--- config.mk ---
export PLATFORM = sky130hd
export DESIGN_NAME = ps2_host_to_device_sender
export DESIGN_NICKNAME = d
export VERILOG_FILES = /design/src/rtl/ps2hs_pkg.sv /design/src/rtl/ps2hs_cfg.sv /design/src/rtl/ps2hs_core.sv /design/src/rtl/ps2hs_out_reg.sv /design/src/rtl/ps2_host_to_device_sender.sv
export SDC_FILE = /design/constraint.sdc
export NUM_CORES = 1
export LEC_CHECK = 0
export BUFFER_PORTS_ARGS = -buffer_cell sky130_fd_sc_hd__buf_2
export CAP_MARGIN = 25
export CORE_MARGIN = 10
export CORE_UTILIZATION = 55
export DETAILED_ROUTE_END_ITERATION = 12
export GPL_ROUTABILITY_DRIVEN = 0
export PLACE_DENSITY = 0.74
export SLEW_MARGIN = 20
export SYNTH_ARGS = -nofsm -noshare
export SYNTH_HDL_FRONTEND = slang
export SYNTH_SLANG_ARGS = --single-unit
--- constraint.sdc ---
create_clock -name clk -period 7.1 [get_ports clk]
set_clock_uncertainty 0.05 [all_clocks]
set_input_delay 2.13 -clock clk [delete_from_list [all_inputs] [get_ports clk]]
set_output_delay 2.13 -clock clk [all_outputs]
set_load 0.01 [all_outputs]
--- src/rtl/ps2hs_pkg.sv ---
`default_nettype none

package ps2hs_pkg;

  localparam int CFG_W           = 16;
  localparam int CFG_IDX_W       = 2;
  localparam int TIMER_BITS_DEF  = 16;
  localparam int CMD_W           = 8;
  localparam int STATUS_W        = 2;

  localparam logic [CFG_W-1:0] INHIBIT_RESET = 16'd300;
  localparam logic [CFG_W-1:0] REQUEST_RESET = 16'd20;
  localparam logic [CFG_W-1:0] WAIT_RESET    = 16'd10000;

  // register indexes
  localparam logic [CFG_IDX_W-1:0] CFG_INHIBIT = 2'd0;
  localparam logic [CFG_IDX_W-1:0] CFG_REQUEST = 2'd1;
  localparam logic [CFG_IDX_W-1:0] CFG_WAIT    = 2'd2;

  // status codes
  localparam logic [STATUS_W-1:0] ST_NONE    = 2'd0;
  localparam logic [STATUS_W-1:0] ST_ACK     = 2'd1;
  localparam logic [STATUS_W-1:0] ST_TIMEOUT = 2'd2;

  typedef struct packed {
    logic [CFG_W-1:0] inhibit_ticks;
    logic [CFG_W-1:0] request_ticks;
    logic [CFG_W-1:0] wait_limit;
  } cfg_t;

  typedef struct packed {
    logic                clk_pull_low;
    logic                data_drive;
    logic                data_level;
    logic                busy_res;
    logic [STATUS_W-1:0] status;
  } res_t;

  function automatic logic odd_parity(input logic [CMD_W-1:0] b);
    return ~(^b);
  endfunction

endpackage

`default_nettype wire

--- src/rtl/ps2hs_cfg.sv ---
`default_nettype none

module ps2hs_cfg
  import ps2hs_pkg::*;
(
  input  wire logic                 clk,
  input  wire logic                 rst,
  input  wire logic                 cfg_we,
  input  wire logic [CFG_IDX_W-1:0] cfg_index,
  input  wire logic [CFG_W-1:0]     cfg_wdata,
  output cfg_t                      cfg
);

  always_ff @(posedge clk) begin
    if (rst) begin
      cfg.inhibit_ticks <= INHIBIT_RESET;
      cfg.request_ticks <= REQUEST_RESET;
      cfg.wait_limit    <= WAIT_RESET;
    end else if (cfg_we) begin
      case (cfg_index)
        CFG_INHIBIT: cfg.inhibit_ticks <= cfg_wdata;
        CFG_REQUEST: cfg.request_ticks <= cfg_wdata;
        CFG_WAIT:    cfg.wait_limit    <= cfg_wdata;
        default: begin
          // drop writes beyond the register list
        end
      endcase
    end
  end

endmodule

`default_nettype wire

--- src/rtl/ps2hs_core.sv ---
`default_nettype none

module ps2hs_core
  import ps2hs_pkg::*;
#(
  parameter int TIMER_BITS = TIMER_BITS_DEF
) (
  input  wire logic             clk,
  input  wire logic             rst,
  input  wire logic             fire,
  input  wire logic             start_req,
  input  wire logic [CMD_W-1:0] command,
  input  wire logic             clk_pin,
  input  wire logic             data_pin,
  input  wire cfg_t             cfg,
  output res_t                  res
);

  localparam int LW = (TIMER_BITS > CFG_W) ? TIMER_BITS : CFG_W;
  localparam logic [TIMER_BITS-1:0] TIMER_MAX = '1;

  typedef enum logic [3:0] {
    PH_IDLE      = 4'd0,
    PH_INHIBIT   = 4'd1,
    PH_REQUEST   = 4'd2,
    PH_START     = 4'd3,
    PH_BIT_HIGH  = 4'd4,
    PH_BIT_LOW   = 4'd5,
    PH_ACK_DLOW  = 4'd6,
    PH_ACK_CLOW  = 4'd7,
    PH_ACK_DHIGH = 4'd8,
    PH_ACK_CHIGH = 4'd9
  } phase_t;

  phase_t                phase, phase_next;
  logic [CMD_W-1:0]      shift_byte, shift_byte_next;
  logic                  parity_bit, parity_bit_next;
  logic [3:0]            bit_count, bit_count_next;
  logic [TIMER_BITS-1:0] tick_timer, tick_timer_next;
  logic                  data_out_reg, data_out_reg_next;

  logic [TIMER_BITS-1:0] timer_sat;
  logic [TIMER_BITS-1:0] lim_inhibit, lim_request, lim_wait;
  logic                  wait_over;
  logic [3:0]            bit_count_inc;
  logic                  fail;
  logic [STATUS_W-1:0]   status;

  function automatic logic [TIMER_BITS-1:0] clip(input logic [CFG_W-1:0] v);
    logic [LW-1:0] ext;
    logic [LW-1:0] max_ext;
    ext     = LW'(v);
    max_ext = LW'(TIMER_MAX);
    return TIMER_BITS'((ext > max_ext) ? max_ext : ext);
  endfunction

  assign lim_inhibit   = clip(cfg.inhibit_ticks);
  assign lim_request   = clip(cfg.request_ticks);
  assign lim_wait      = clip(cfg.wait_limit);
  // saturating advance of the tick timer
  assign timer_sat     = (&tick_timer) ? tick_timer : tick_timer + 1'b1;
  assign wait_over     = tick_timer >= lim_wait;
  assign bit_count_inc = bit_count + 4'd1;

  always_comb begin
    phase_next        = phase;
    shift_byte_next   = shift_byte;
    parity_bit_next   = parity_bit;
    bit_count_next    = bit_count;
    tick_timer_next   = tick_timer;
    data_out_reg_next = data_out_reg;
    fail              = 1'b0;
    status            = ST_NONE;

    case (phase)
      PH_INHIBIT: begin
        tick_timer_next = timer_sat;
        if (timer_sat >= lim_inhibit) begin
          phase_next        = PH_REQUEST;
          tick_timer_next   = '0;
          data_out_reg_next = 1'b0;
        end
      end
      PH_REQUEST: begin
        tick_timer_next = timer_sat;
        if (timer_sat >= lim_request) begin
          phase_next      = PH_START;
          tick_timer_next = '0;
        end
      end
      PH_START: begin
        if (!clk_pin) begin
          bit_count_next    = 4'd0;
          data_out_reg_next = shift_byte[0];
          phase_next        = PH_BIT_HIGH;
          tick_timer_next   = '0;
        end else begin
          fail            = wait_over;
          tick_timer_next = tick_timer + 1'b1;
        end
      end
      PH_BIT_HIGH: begin
        if (clk_pin) begin
          phase_next      = PH_BIT_LOW;
          tick_timer_next = '0;
        end else begin
          fail            = wait_over;
          tick_timer_next = tick_timer + 1'b1;
        end
      end
      PH_BIT_LOW: begin
        if (!clk_pin) begin
          tick_timer_next = '0;
          if (bit_count >= 4'd8) begin
            phase_next        = PH_ACK_DLOW;
            data_out_reg_next = 1'b1;
          end else begin
            bit_count_next    = bit_count_inc;
            data_out_reg_next = (bit_count_inc >= 4'd8) ? parity_bit
                                                         : shift_byte[bit_count_inc[2:0]];
            phase_next        = PH_BIT_HIGH;
          end
        end else begin
          fail            = wait_over;
          tick_timer_next = tick_timer + 1'b1;
        end
      end
      PH_ACK_DLOW, PH_ACK_CLOW, PH_ACK_DHIGH, PH_ACK_CHIGH: begin
        logic met;
        case (phase)
          PH_ACK_DLOW:  met = !data_pin;
          PH_ACK_CLOW:  met = !clk_pin;
          PH_ACK_DHIGH: met = data_pin;
          default:      met = clk_pin;
        endcase
        if (met) begin
          tick_timer_next = '0;
          case (phase)
            PH_ACK_DLOW:  phase_next = PH_ACK_CLOW;
            PH_ACK_CLOW:  phase_next = PH_ACK_DHIGH;
            PH_ACK_DHIGH: phase_next = PH_ACK_CHIGH;
            default: begin
              phase_next = PH_IDLE;
              status     = ST_ACK;
            end
          endcase
        end else begin
          fail            = wait_over;
          tick_timer_next = tick_timer + 1'b1;
        end
      end
      default: begin
        phase_next = PH_IDLE;
        if (start_req) begin
          shift_byte_next   = command;
          parity_bit_next   = odd_parity(command);
          bit_count_next    = 4'd0;
          tick_timer_next   = '0;
          data_out_reg_next = 1'b1;
          phase_next        = PH_INHIBIT;
        end
      end
    endcase

    // timeout: release both lines and go idle
    if (fail) begin
      phase_next        = PH_IDLE;
      tick_timer_next   = '0;
      data_out_reg_next = 1'b1;
      status            = ST_TIMEOUT;
    end

    res.clk_pull_low = (phase_next == PH_INHIBIT) || (phase_next == PH_REQUEST);
    res.data_drive   = (phase_next >= PH_REQUEST) && (phase_next <= PH_BIT_LOW);
    res.data_level   = res.data_drive & data_out_reg_next;
    res.busy_res     = phase_next != PH_IDLE;
    res.status       = status;
  end

  always_ff @(posedge clk) begin
    if (rst) begin
      phase        <= PH_IDLE;
      shift_byte   <= '0;
      parity_bit   <= 1'b0;
      bit_count    <= 4'd0;
      tick_timer   <= '0;
      data_out_reg <= 1'b1;
    end else if (fire) begin
      phase        <= phase_next;
      shift_byte   <= shift_byte_next;
      parity_bit   <= parity_bit_next;
      bit_count    <= bit_count_next;
      tick_timer   <= tick_timer_next;
      data_out_reg <= data_out_reg_next;
    end
  end

endmodule

`default_nettype wire

--- src/rtl/ps2hs_out_reg.sv ---
`default_nettype none

module ps2hs_out_reg
  import ps2hs_pkg::*;
(
  input  wire logic clk,
  input  wire logic rst,
  input  wire logic fire,
  input  wire res_t res_in,
  input  wire logic out_stall,
  output logic      out_valid,
  output res_t      res_out,
  output logic      hold
);

  // hold the input side only while a beat sits here and is not taken
  assign hold = out_valid && out_stall;

  always_ff @(posedge clk) begin
    if (rst) begin
      out_valid <= 1'b0;
    end else if (fire) begin
      out_valid <= 1'b1;
    end else if (!out_stall) begin
      out_valid <= 1'b0;
    end
  end

  always_ff @(posedge clk) begin
    if (fire) begin
      res_out <= res_in;
    end
  end

endmodule

`default_nettype wire

--- src/rtl/ps2_host_to_device_sender.sv ---
// PS/2 host-to-device command sender, one pin sample per input beat.
//
// Input channel (in_valid / in_stall): each beat is one tick carrying the
// sampled clk_pin and data_pin, plus start_req and command. A start is taken
// only while idle; the command byte is latched with it.
// Output channel (out_valid / out_stall): one result beat per input beat, in
// order: the line controls clk_pull_low, data_drive, data_level, busy_res
// and a one-beat status (acknowledged or timeout).
// Config port (cfg_we / cfg_index / cfg_wdata): inhibit_ticks, request_ticks
// and wait_limit; write only while idle.
//
// The result of a beat accepted at one edge is registered and is on the
// output after that edge. One beat is taken per cycle while the output is
// not stalled; the transfer sequencer's next-state logic sits between its
// state registers and the output register, so no beat waits on another.
// Reset clears the sequencer to idle, restores the register defaults
// (300, 20, 10000) and empties the output register; no beat is taken while
// rst is high. When the receiver stalls, the output beat holds and in_stall
// rises in the same cycle, so the sequencer advances only on accepted ticks.
`default_nettype none

module ps2_host_to_device_sender
  import ps2hs_pkg::*;
#(
  parameter int TIMER_BITS = TIMER_BITS_DEF
) (
  input  wire logic                 clk,
  input  wire logic                 rst,
  input  wire logic                 in_valid,
  output logic                      in_stall,
  input  wire logic                 start_req,
  input  wire logic [CMD_W-1:0]     command,
  input  wire logic                 clk_pin,
  input  wire logic                 data_pin,
  output logic                      out_valid,
  input  wire logic                 out_stall,
  output logic                      clk_pull_low,
  output logic                      data_drive,
  output logic                      data_level,
  output logic                      busy_res,
  output logic [STATUS_W-1:0]       status,
  input  wire logic                 cfg_we,
  input  wire logic [CFG_IDX_W-1:0] cfg_index,
  input  wire logic [CFG_W-1:0]     cfg_wdata
);

  cfg_t cfg;
  res_t res_comb;
  res_t res_q;
  logic hold;
  logic fire;

  // take a beat whenever the output register is free or draining
  assign in_stall = rst || hold;
  assign fire     = in_valid && !in_stall;

  ps2hs_cfg u_cfg (
    .clk       (clk),
    .rst       (rst),
    .cfg_we    (cfg_we),
    .cfg_index (cfg_index),
    .cfg_wdata (cfg_wdata),
    .cfg       (cfg)
  );

  // transfer sequencer: advance one tick per accepted beat
  ps2hs_core #(
    .TIMER_BITS (TIMER_BITS)
  ) u_core (
    .clk       (clk),
    .rst       (rst),
    .fire      (fire),
    .start_req (start_req),
    .command   (command),
    .clk_pin   (clk_pin),
    .data_pin  (data_pin),
    .cfg       (cfg),
    .res       (res_comb)
  );

  ps2hs_out_reg u_out (
    .clk       (clk),
    .rst       (rst),
    .fire      (fire),
    .res_in    (res_comb),
    .out_stall (out_stall),
    .out_valid (out_valid),
    .res_out   (res_q),
    .hold      (hold)
  );

  assign clk_pull_low = res_q.clk_pull_low;
  assign data_drive   = res_q.data_drive;
  assign data_level   = res_q.data_level;
  assign busy_res     = res_q.busy_res;
  assign status       = res_q.status;

endmodule

`default_nettype wire

After elaboration in Yosys (flattened, before gate mapping)
Cells that the tools add are included.
Cells by class
  multiplexer cells: 49
  $lt $le $gt $ge: 11
  equality and inequality tests: 17
  bitwise operators: 6
  reduce and logical (&&, ||, !) cells: 27
  $add $sub $neg: 2
Operators by type and width (number)
  $mux W16: 11
  $pmux W16 S5: 1
  $ge A16 B16 Y1: 3
  $gt A16 B16 Y1 const B: 3
  $mux W4: 11
  $pmux W4 S3: 2
  $pmux W4 S6: 1
  $add A16 B1 Y16 const B: 1
  $eq A4 B3 Y1 const B: 4
  $mux W1: 16
  $reduce_and A16 Y1: 1
  $eq A4 B2 Y1 const B: 3
  $reduce_or A9 Y1: 1
  $eq A4 B1 Y1 const B: 2
  $eq A4 B4 Y1 const B: 2
  $ge A4 B4 Y1 const B: 2
  $reduce_and A2 Y1: 4
  $reduce_xor A8 Y1: 1
  $reduce_bool A7 Y1: 1
  $reduce_or A7 Y1: 1
  $mux W2: 3
  $ne A2 B2 Y1 const B: 3
  $pmux W1 S3: 2
  $reduce_and A6 Y1: 1
  22 further kinds: 32
Word-level totals
  output and inout port bits: 8
  register bits after elaboration: 89

Depth between registers and ports, before layout
Gate-level depths: netlist (run 1).
  word-level depth: 9
  depth in mapped cells: 18
  mapped depth without buffers: 16

By module
Synthesis (run 1) repeated with hierarchy kept, for this count alone.
Unflattened totals
  cells, all modules: 685
  area, all modules: 6019.5 µm²
Modules (own cells, without submodules)
  ps2hs_core: cells each 486, instances 1, seq. area each 680.7 µm², area an instance 3836.2 µm²
  ps2hs_cfg: cells each 187, instances 1, seq. area each 960.9 µm², area an instance 1953.1 µm²
  ps2hs_out_reg: cells each 10, instances 1, seq. area each 200.2 µm², area an instance 216.5 µm²
  ps2_host_to_device_sender: cells each 2, instances 1, seq. area each 0.0 µm², area an instance 13.8 µm²

Least setup slack after synthesis (run 1)
No wires, ideal clock.
  kind: input port to output port
  start: input port rst
  end: output port in_stall
  stages on the path: 3
  setup slack: 2.420 ns
  buffers on the path: 1
  arrival time: 2.500 ns
  cells stage by stage: buf_2 a21oi_1 inv_1
Between the ends
  word-level cells in the longest chain between the ends: 1
RTL lines
  start: declaration: line ps2_host_to_device_sender.sv:28  | input wire logic rst,
  $logic_or A1 B1 Y1: line ps2_host_to_device_sender.sv:54  | assign in_stall = rst || hold;
  end: declaration: line ps2_host_to_device_sender.sv:30  | output logic in_stall,
Every way passes these cells.

Worst setup path after layout (run 1)
  start: register u_core.tick_timer[0]
  end: register u_core.tick_timer[5]
Between the ends
  word-level cells in the longest chain between the ends: 6
RTL lines
  start: declaration: line ps2hs_core.sv:39  | logic [TIMER_BITS-1:0] tick_timer, tick_timer_next;
  start signal: assignment: line ps2hs_core.sv:193  | tick_timer <= tick_timer_next;
  $add A16 B1 Y16 / $reduce_and A16 Y1 (equally long branches)
  $mux W16: line ps2hs_core.sv:61  | assign timer_sat = (&tick_timer) ? tick_timer : tick_timer + 1'b1;
  $ge A16 B16 Y1 (on tied branches): line ps2hs_core.sv:86, ps2hs_core.sv:78
  $mux W16 (on tied branches): line ps2hs_core.sv:86, ps2hs_core.sv:78
  $pmux W16 S5: line ps2hs_core.sv:75  | case (phase)
  $mux W16: line ps2hs_core.sv:166  | if (fail) begin
Parallel ways exist; a longest one is shown, timed or not.
A chain may end at the register's enable or synchronous reset.

==> flow_summary.json, run 1 <==
{
  "internal_power_uw": 781.1,
  "power_density_mw_per_mm2": 171.8,
  "ff_latch_area_mm2": 0.001842,
  "async_flop_share_pct": 0,
  "fp.dieW_um": 121.2,
  "final-hold-violation-count": 0,
  "min_from": "u_cfg.cfg[5]$_SDFFE_PP0P_",
  "fin_cells": 870,
  "cts_hold_buffers": 0,
  "drive_gt1_share_pct": 11.94,
  "syn_area_mm2": 0.005632,
  "synth-warning-count": 0,
  "syn_nets": 795,
  "port_buffers": 41,
  "crit_start": "u_core.tick_timer[0]$_SDFFE_PP0P_",
  "power_frac_clock_pct": 38.1,
  "grt_pass1_wl_mm": 23.73,
  "hold_path_class": "register to register",
  "std_cell_rows": 36,
  "wl_per_cell_um": 16.41,
  "worst_slew_pin_slew_ns": 1.047,
  "synthTopCellsByArea": "dfxtp_1, ha_1, a21oi_1",
  "setup_viol": 0,
  "cts_max_level": 3,
  "p_leak_uw": 0.002547,
  "track_usage_pct": 19.59,
  "combPwrFrac_pct": 11.6,
  "place_inst": 855,
  "diodes": 0,
  "dieArea_mm2": 0.01469,
  "rsz0062_at_grt": "no",
  "regMostFlops": "u_cfg.cfg",
  "drt_iter0_markers": 381,
  "power_switching_uw": 267.9,
  "ys_seq_elements": 89,
  "met2RoutedLength_mm": 7.270,
  "end_kind": "register",
  "multi_input_area_mm2": 0.003407,
  "path_clk_slew_ns": 0.09,
  "start_util_pct": 57.09,
  "pin_count": 42,
  "topRoutingLayerUsed": "met4",
  "drt_wl_total_mm": 14.28,
  "synth_cell_types": 75,
  "yosysTopAreaCell": "dfxtp_1",
  "wl_met1_mm": 5.936,
  "seqPwrFrac_pct": 50.2,
  "cts_tree": "yes",
  "drv_slew": 0,
  "nNetsFinal": 818,
  "clk_path_buf_depth": 2,
  "max-cap-violations": 0,
  "cp_data_arrival_time_ns": 5.08,
  "cts_sinks": 89,
  "cp_max_fo": 15,
  "clock_latency_ns": 0.35,
  "period_share_pct": 68.50,
  "cts-root-buf": "clkbuf_8",
  "synth_edf_count": 6,
  "synth.avg_cell_area_um2": 7.932,
  "yosys.area.top_type_share_pct": 29.50,
  "ir_drop_mv": 0.1297,
  "ctsResizeCount": 0,
  "postRouteAntennaNets": 0,
  "fp.coreArea_mm2": 0.009864,
  "swShare_pct": 25.54,
  "r2r_setup_slack_ns": 2.24,
  "largest_reg_flops": 48,
  "reg_top3": "u_cfg.cfg x48, u_core.tick_timer x16, u_core.shift_byte x8",
  "yosysMostFrequentCell": "nand2_1",
  "syn_to_final_growth_pct": 8.443,
  "startpoint_type": "register",
  "gr-total-overflow": 0,
  "p_total_uw": 1049,
  "reg2reg_from": "u_core.tick_timer[0]$_SDFFE_PP0P_",
  "cts_buffers": 9,
  "synth-main-ff-cell": "dfxtp_1",
  "finish.utilization_pct": 61.91,
  "post_cts_buffers": 0,
  "fin_tns_setup_ns": 0,
  "cp.required_ns": 7.32,
  "antenna_found_initial": 0,
  "syn-instance-count": 710,
  "nFillCells": 908,
  "min_period_ns": 4.863,
  "status": "finished, final reports clean",
  "avgViaCountPerCell": 5.867,
  "path_class": "register to register",
  "dp_hpwl_mm": 10.56,
  "yosysSeqAreaShare_pct": 32.70,
  "wl_met3_um": 717,
  "die_h_um": 121.2,
  "max_freq_mhz": 205.6,
  "grt_max_degree": 72,
  "grt_pass1_vias": 4991,
  "firstDrtPassIters": 6,
  "slew_headroom_pct": 30.03,
  "vias": 5104,
  "drc_errors": 0,
  "synthTopCellsByCount": "nand2_1, a21oi_1, dfxtp_1"
}
==> cells in the final DEF, fill, tap and decap left out, drive strengths merged, types with 2 or more instances in the layout <==
cell / synthesis / final
mux2i: 10 / 10
o31ai: 3 / 3
and3: 8 / 8
nor2: 50 / 50
bufinv: 0 / 2
mux4: 2 / 2
a2bb2oi: 2 / 2
nor2b: 6 / 6
clkinv: 1 / 2
o21a: 4 / 4
edfxtp: 6 / 6
o32a: 2 / 2
a21oi: 91 / 91
a211oi: 8 / 8
dfxtp: 83 / 83
nand3: 13 / 13
and2: 3 / 3
a31oi: 12 / 12
or3: 2 / 2
inv: 64 / 64
and3b: 2 / 2
a21boi: 4 / 4
nand4: 9 / 9
nand3b: 5 / 5
o211ai: 8 / 8
clkbuf: 18 / 11
nand2: 119 / 119
nand2b: 8 / 8
nor3: 9 / 9
or4: 2 / 2
mux2: 2 / 2
xnor2: 18 / 18
xor2: 3 / 3
o21ai: 23 / 23
or2: 2 / 2
o22ai: 5 / 5
a21o: 5 / 5
ha: 51 / 51
buf: 13 / 43
a211o: 13 / 13
==> path summary, 6_finish.rpt <==
| path | to | cells past startpoint |
|---|---|---|
| setup / recovery | u_core.tick_timer[5]$_SDFFE_PP0P_ | 14 |
| hold / removal | u_cfg.cfg[5]$_SDFFE_PP0P_ | 2 |
| setup reg to reg | u_core.tick_timer[5]$_SDFFE_PP0P_ | 14 |
| hold reg to reg | u_cfg.cfg[5]$_SDFFE_PP0P_ | 2 |
==> cells by family (layout without fill, tap and decap cells) <==
logic type / count (synthesis) / count (layout) / synth area share, %
AOI/OAI and AO/OA: 193 / 193 / 22.31
adders and majority gates: 51 / 51 / 11.33
muxes: 14 / 14 / 2.977
buffers and inverters: 96 / 123 / 6.887
xor gates and xnor gates: 21 / 21 / 3.266
DFF: 89 / 89 / 32.70
and+or+nand+nor: 246 / 246 / 20.53
==> critical path: stages, from the launching register on <==
cell and delay (ns):
dfxtp_1 0.45, ha_1 0.30, nand3_2 0.17, nor2_2 0.20, and3_1 0.30, nand4_1 0.58, xnor2_1 0.49, ha_1 0.29
nand2b_1 0.14, a2111oi_0 0.43, o311a_1 0.27, o21ai_2 0.19, a21oi_2 0.57, a21oi_1 0.08, a211oi_1 0.25
==> power by group through the flow <==
| stage | Sequential, uW | Clock (uW) | Combinational, uW |
|---|---|---|---|
| final | 527 | 400 | 122 |
| after global routing | 529 | 428 | 136 |
| after CTS | 527 | 409 | 120 |
| after detailed placement | 539 | 0 | 120 |
| after global placement | 538 | 0 | 117 |
| after floorplan | 537 | 0 | 84.0 |
==> layer usage <==
layer | vias up | global-route usage [%]
met5 | - | 0
met4 | 0 | 7.004
met3 | 31 | 3.769
met2 | 130 | 36.02
met1 | 2426 | 21.87
li1 | 2517 | -
==> cell type report <==
type,count,area share [%]
clock buffer,11,2.479
clock inverter,4,1.250
inverter,65,3.995
multi-input combinational,525,55.79
sequential,89,30.16
tap,133,2.725
timing repair buffer,43,3.606
==> per-stage QoR <==
step	hold slack, ns	area (um2)	setup WS, ns
floorplan	0.3839	5632	2.420
global placement	0.3939	5879	2.327
detailed placement	0.3987	5879	2.300
global route	0.4320	6107	1.795
CTS	0.4100	6107	2.298
finish	0.4057	6107	2.237
Power figures use the tool's default switching activity.
==> run 2: changes to the inputs <==
PLACE_DENSITY = 0.77   (was 0.74)
clock period = 4.33 ns   (was 7.1 ns; I/O delays follow)
==> run 2 against run 1 <==
  * Fmax is 20% higher
  * Sequential power up 64%
  * Global-route usage grew 0.052 points
  * Sequential share of layout area shrank 0.48 points
  * Setup slack worse by 2.0 ns
  * Via count rose by 1.8%
==> flow_summary.json, run 2 (synthesized netlist as in run 1, its figures left out) <==
{
  "rsz0062_at_grt": "no",
  "clk_path_buf_depth": 2,
  "final_cell_mix": "nand2_1, a21oi_1, dfxtp_1",
  "cts_hold_buffers": 0,
  "start_util_pct": 57.09,
  "max-cap-violations": 0,
  "dieArea_mm2": 0.01469,
  "cts_tree": "yes",
  "path_clk_slew_ns": 0.10,
  "drv_slew": 0,
  "cts_max_level": 3,
  "diodes": 0,
  "final-hold-violation-count": 0,
  "drt_wl_total_mm": 14.50,
  "cp.required_ns": 4.51,
  "p_leak_uw": 0.002604,
  "cts_sinks": 89,
  "largest_reg_flops": 48,
  "power_switching_uw": 480.3,
  "antenna_found_initial": 0,
  "cts-root-buf": "clkbuf_8",
  "stdcell_area_mm2": 0.006210,
  "pre_cts_ws_ns": 0.1783,
  "fp.dieW_um": 121.2,
  "grt_pass1_vias": 5065,
  "hold_path_class": "register to register",
  "fp.coreArea_mm2": 0.009864,
  "seqPwrFrac_pct": 49.5,
  "startpoint_type": "register",
  "regMostFlops": "u_cfg.cfg",
  "end_kind": "register",
  "avgViaCountPerCell": 5.912,
  "use_met2_pct": 34.05,
  "drt_iter0_markers": 394,
  "drc_errors": 0,
  "cp_data_arrival_time_ns": 4.22,
  "path_class": "register to register",
  "ir_drop_mv": 0.1801,
  "cp_max_fo": 13,
  "die_h_um": 121.2,
  "layout_commonest_cell": "nand2_1",
  "grt_use_met1_pct": 22.61,
  "path_buf_inv": 1,
  "finalWorstSetupSlack_ns": 0.2824,
  "worst_slew_pin_slew_ns": 0.7853,
  "slew_headroom_pct": 47.65,
  "power_frac_clock_pct": 38.9,
  "combPwrFrac_pct": 11.6,
  "cp_top_family": "simple AND/OR/NAND/NOR gates",
  "syn_to_final_growth_pct": 10.26,
  "cts_buffers": 9,
  "reg_top3": "u_cfg.cfg x48, u_core.tick_timer x16, u_core.shift_byte x8",
  "gr-total-overflow": 0,
  "place_area_mm2": 0.005939,
  "postRouteAntennaNets": 0,
  "grt_max_degree": 72,
  "pin_count": 42,
  "fin_tns_setup_ns": 0,
  "period_share_pct": 93.48,
  "crit_path_cell_trace": "ha_2, nand3_2, nor2_2, and3_2, nand4_1, buf_4, nand2_1, ha_1, a21oi_1, o21a_1, o311a_1, o21ba_1, o211ai_1, or4_1, a21oi_1",
  "dp_hpwl_mm": 11.10,
  "max_stage_delay_ns": 0.52,
  "swShare_pct": 27.51,
  "internal_power_uw": 1266,
  "post_cts_buffers": 0,
  "nNetsFinal": 826,
  "drive_gt1_share_pct": 13.67,
  "track_usage_pct": 19.64,
  "max_freq_mhz": 247.1,
  "vias": 5197,
  "grt_pass1_wl_mm": 23.95,
  "port_buffers": 41,
  "wl_per_cell_um": 16.49,
  "grt-busiest-layer": "met2",
  "clock_latency_ns": 0.38,
  "min_period_ns": 4.048,
  "status": "finished, final reports clean",
  "met3_usage_pct": 4.700,
  "power_density_mw_per_mm2": 281.2,
  "std_cell_rows": 36,
  "setup_viol": 0,
  "crit_slowest_cell": "or4_1",
  "firstDrtPassIters": 5,
  "worst_path_most_repeated_cell": "a21oi_1"
}
## run 2: cell types whose count changed in the layout (fill, tap and decap cells not counted), sizes merged
cell,delta
clkinvlp,-1
clkbuf,-2
clkinv,-1
buf,+8
inv,+5
## run 2: repair_timing
action / in CTS / in global routing
setup endpoints to repair: 0 / 17
resized for setup: 0 / 8
endpoints found under the hold margin: 0 / 0
## run 2: path summary, 6_finish.rpt
check	start	to	slack [ns]	cells after the start
worst max register to register	u_core.tick_timer[1]$_SDFFE_PP0P_	u_out.res_out[5]$_DFFE_PP_	0.28	15
worst max-delay path	u_core.tick_timer[1]$_SDFFE_PP0P_	u_out.res_out[5]$_DFFE_PP_	0.28	15
worst min register to register	u_cfg.cfg[26]$_SDFFE_PP0P_	u_cfg.cfg[26]$_SDFFE_PP0P_	0.41	2
worst min-delay path	u_cfg.cfg[26]$_SDFFE_PP0P_	u_cfg.cfg[26]$_SDFFE_PP0P_	0.41	2
## run 2: final cells by class
class                      count  area, um2
inverter                      65      244.0
timing repair buffer          51      280.3
fill                         884       3655
clock inverter                 7      106.4
multi-input combinational    525       3446
sequential                    89       1843
clock buffer                   9      123.9
tap                          133      166.4
## run 2: tightest hold or removal path, cell delays in order (launching register included)
cell and delay, ns:
dfxtp_1 0.32, nand2_1 0.05, a21oi_1 0.05
## run 2: per-layer routing
layer | up-vias | share of wire [%]
met5 | - | 0
met1 | 2425 | 41
met2 | 199 | 49
met4 | 0 | 3.0
met3 | 45 | 6.7
li1 | 2528 | -
## run 2: power groups by stage
stage               clock network [uW]  registers, uW  logic, uW
global route                       717            868        226
CTS                                686            864        200
global placement                     0            882        193
floorplan                            0            880        138
detailed placement                   0            884        198
finish                             679            865        203
## run 2: through the flow
stage               instances  util, %  hold slack, ns  total power [uW]
finish                    879    62.95          0.4105              1746
global route              879    62.95          0.4315              1811
floorplan                 710        -          0.3839              1018
detailed placement        863    60.21          0.3976              1082
CTS                       879    62.54          0.4109              1751
global placement          863    60.21          0.3929              1075
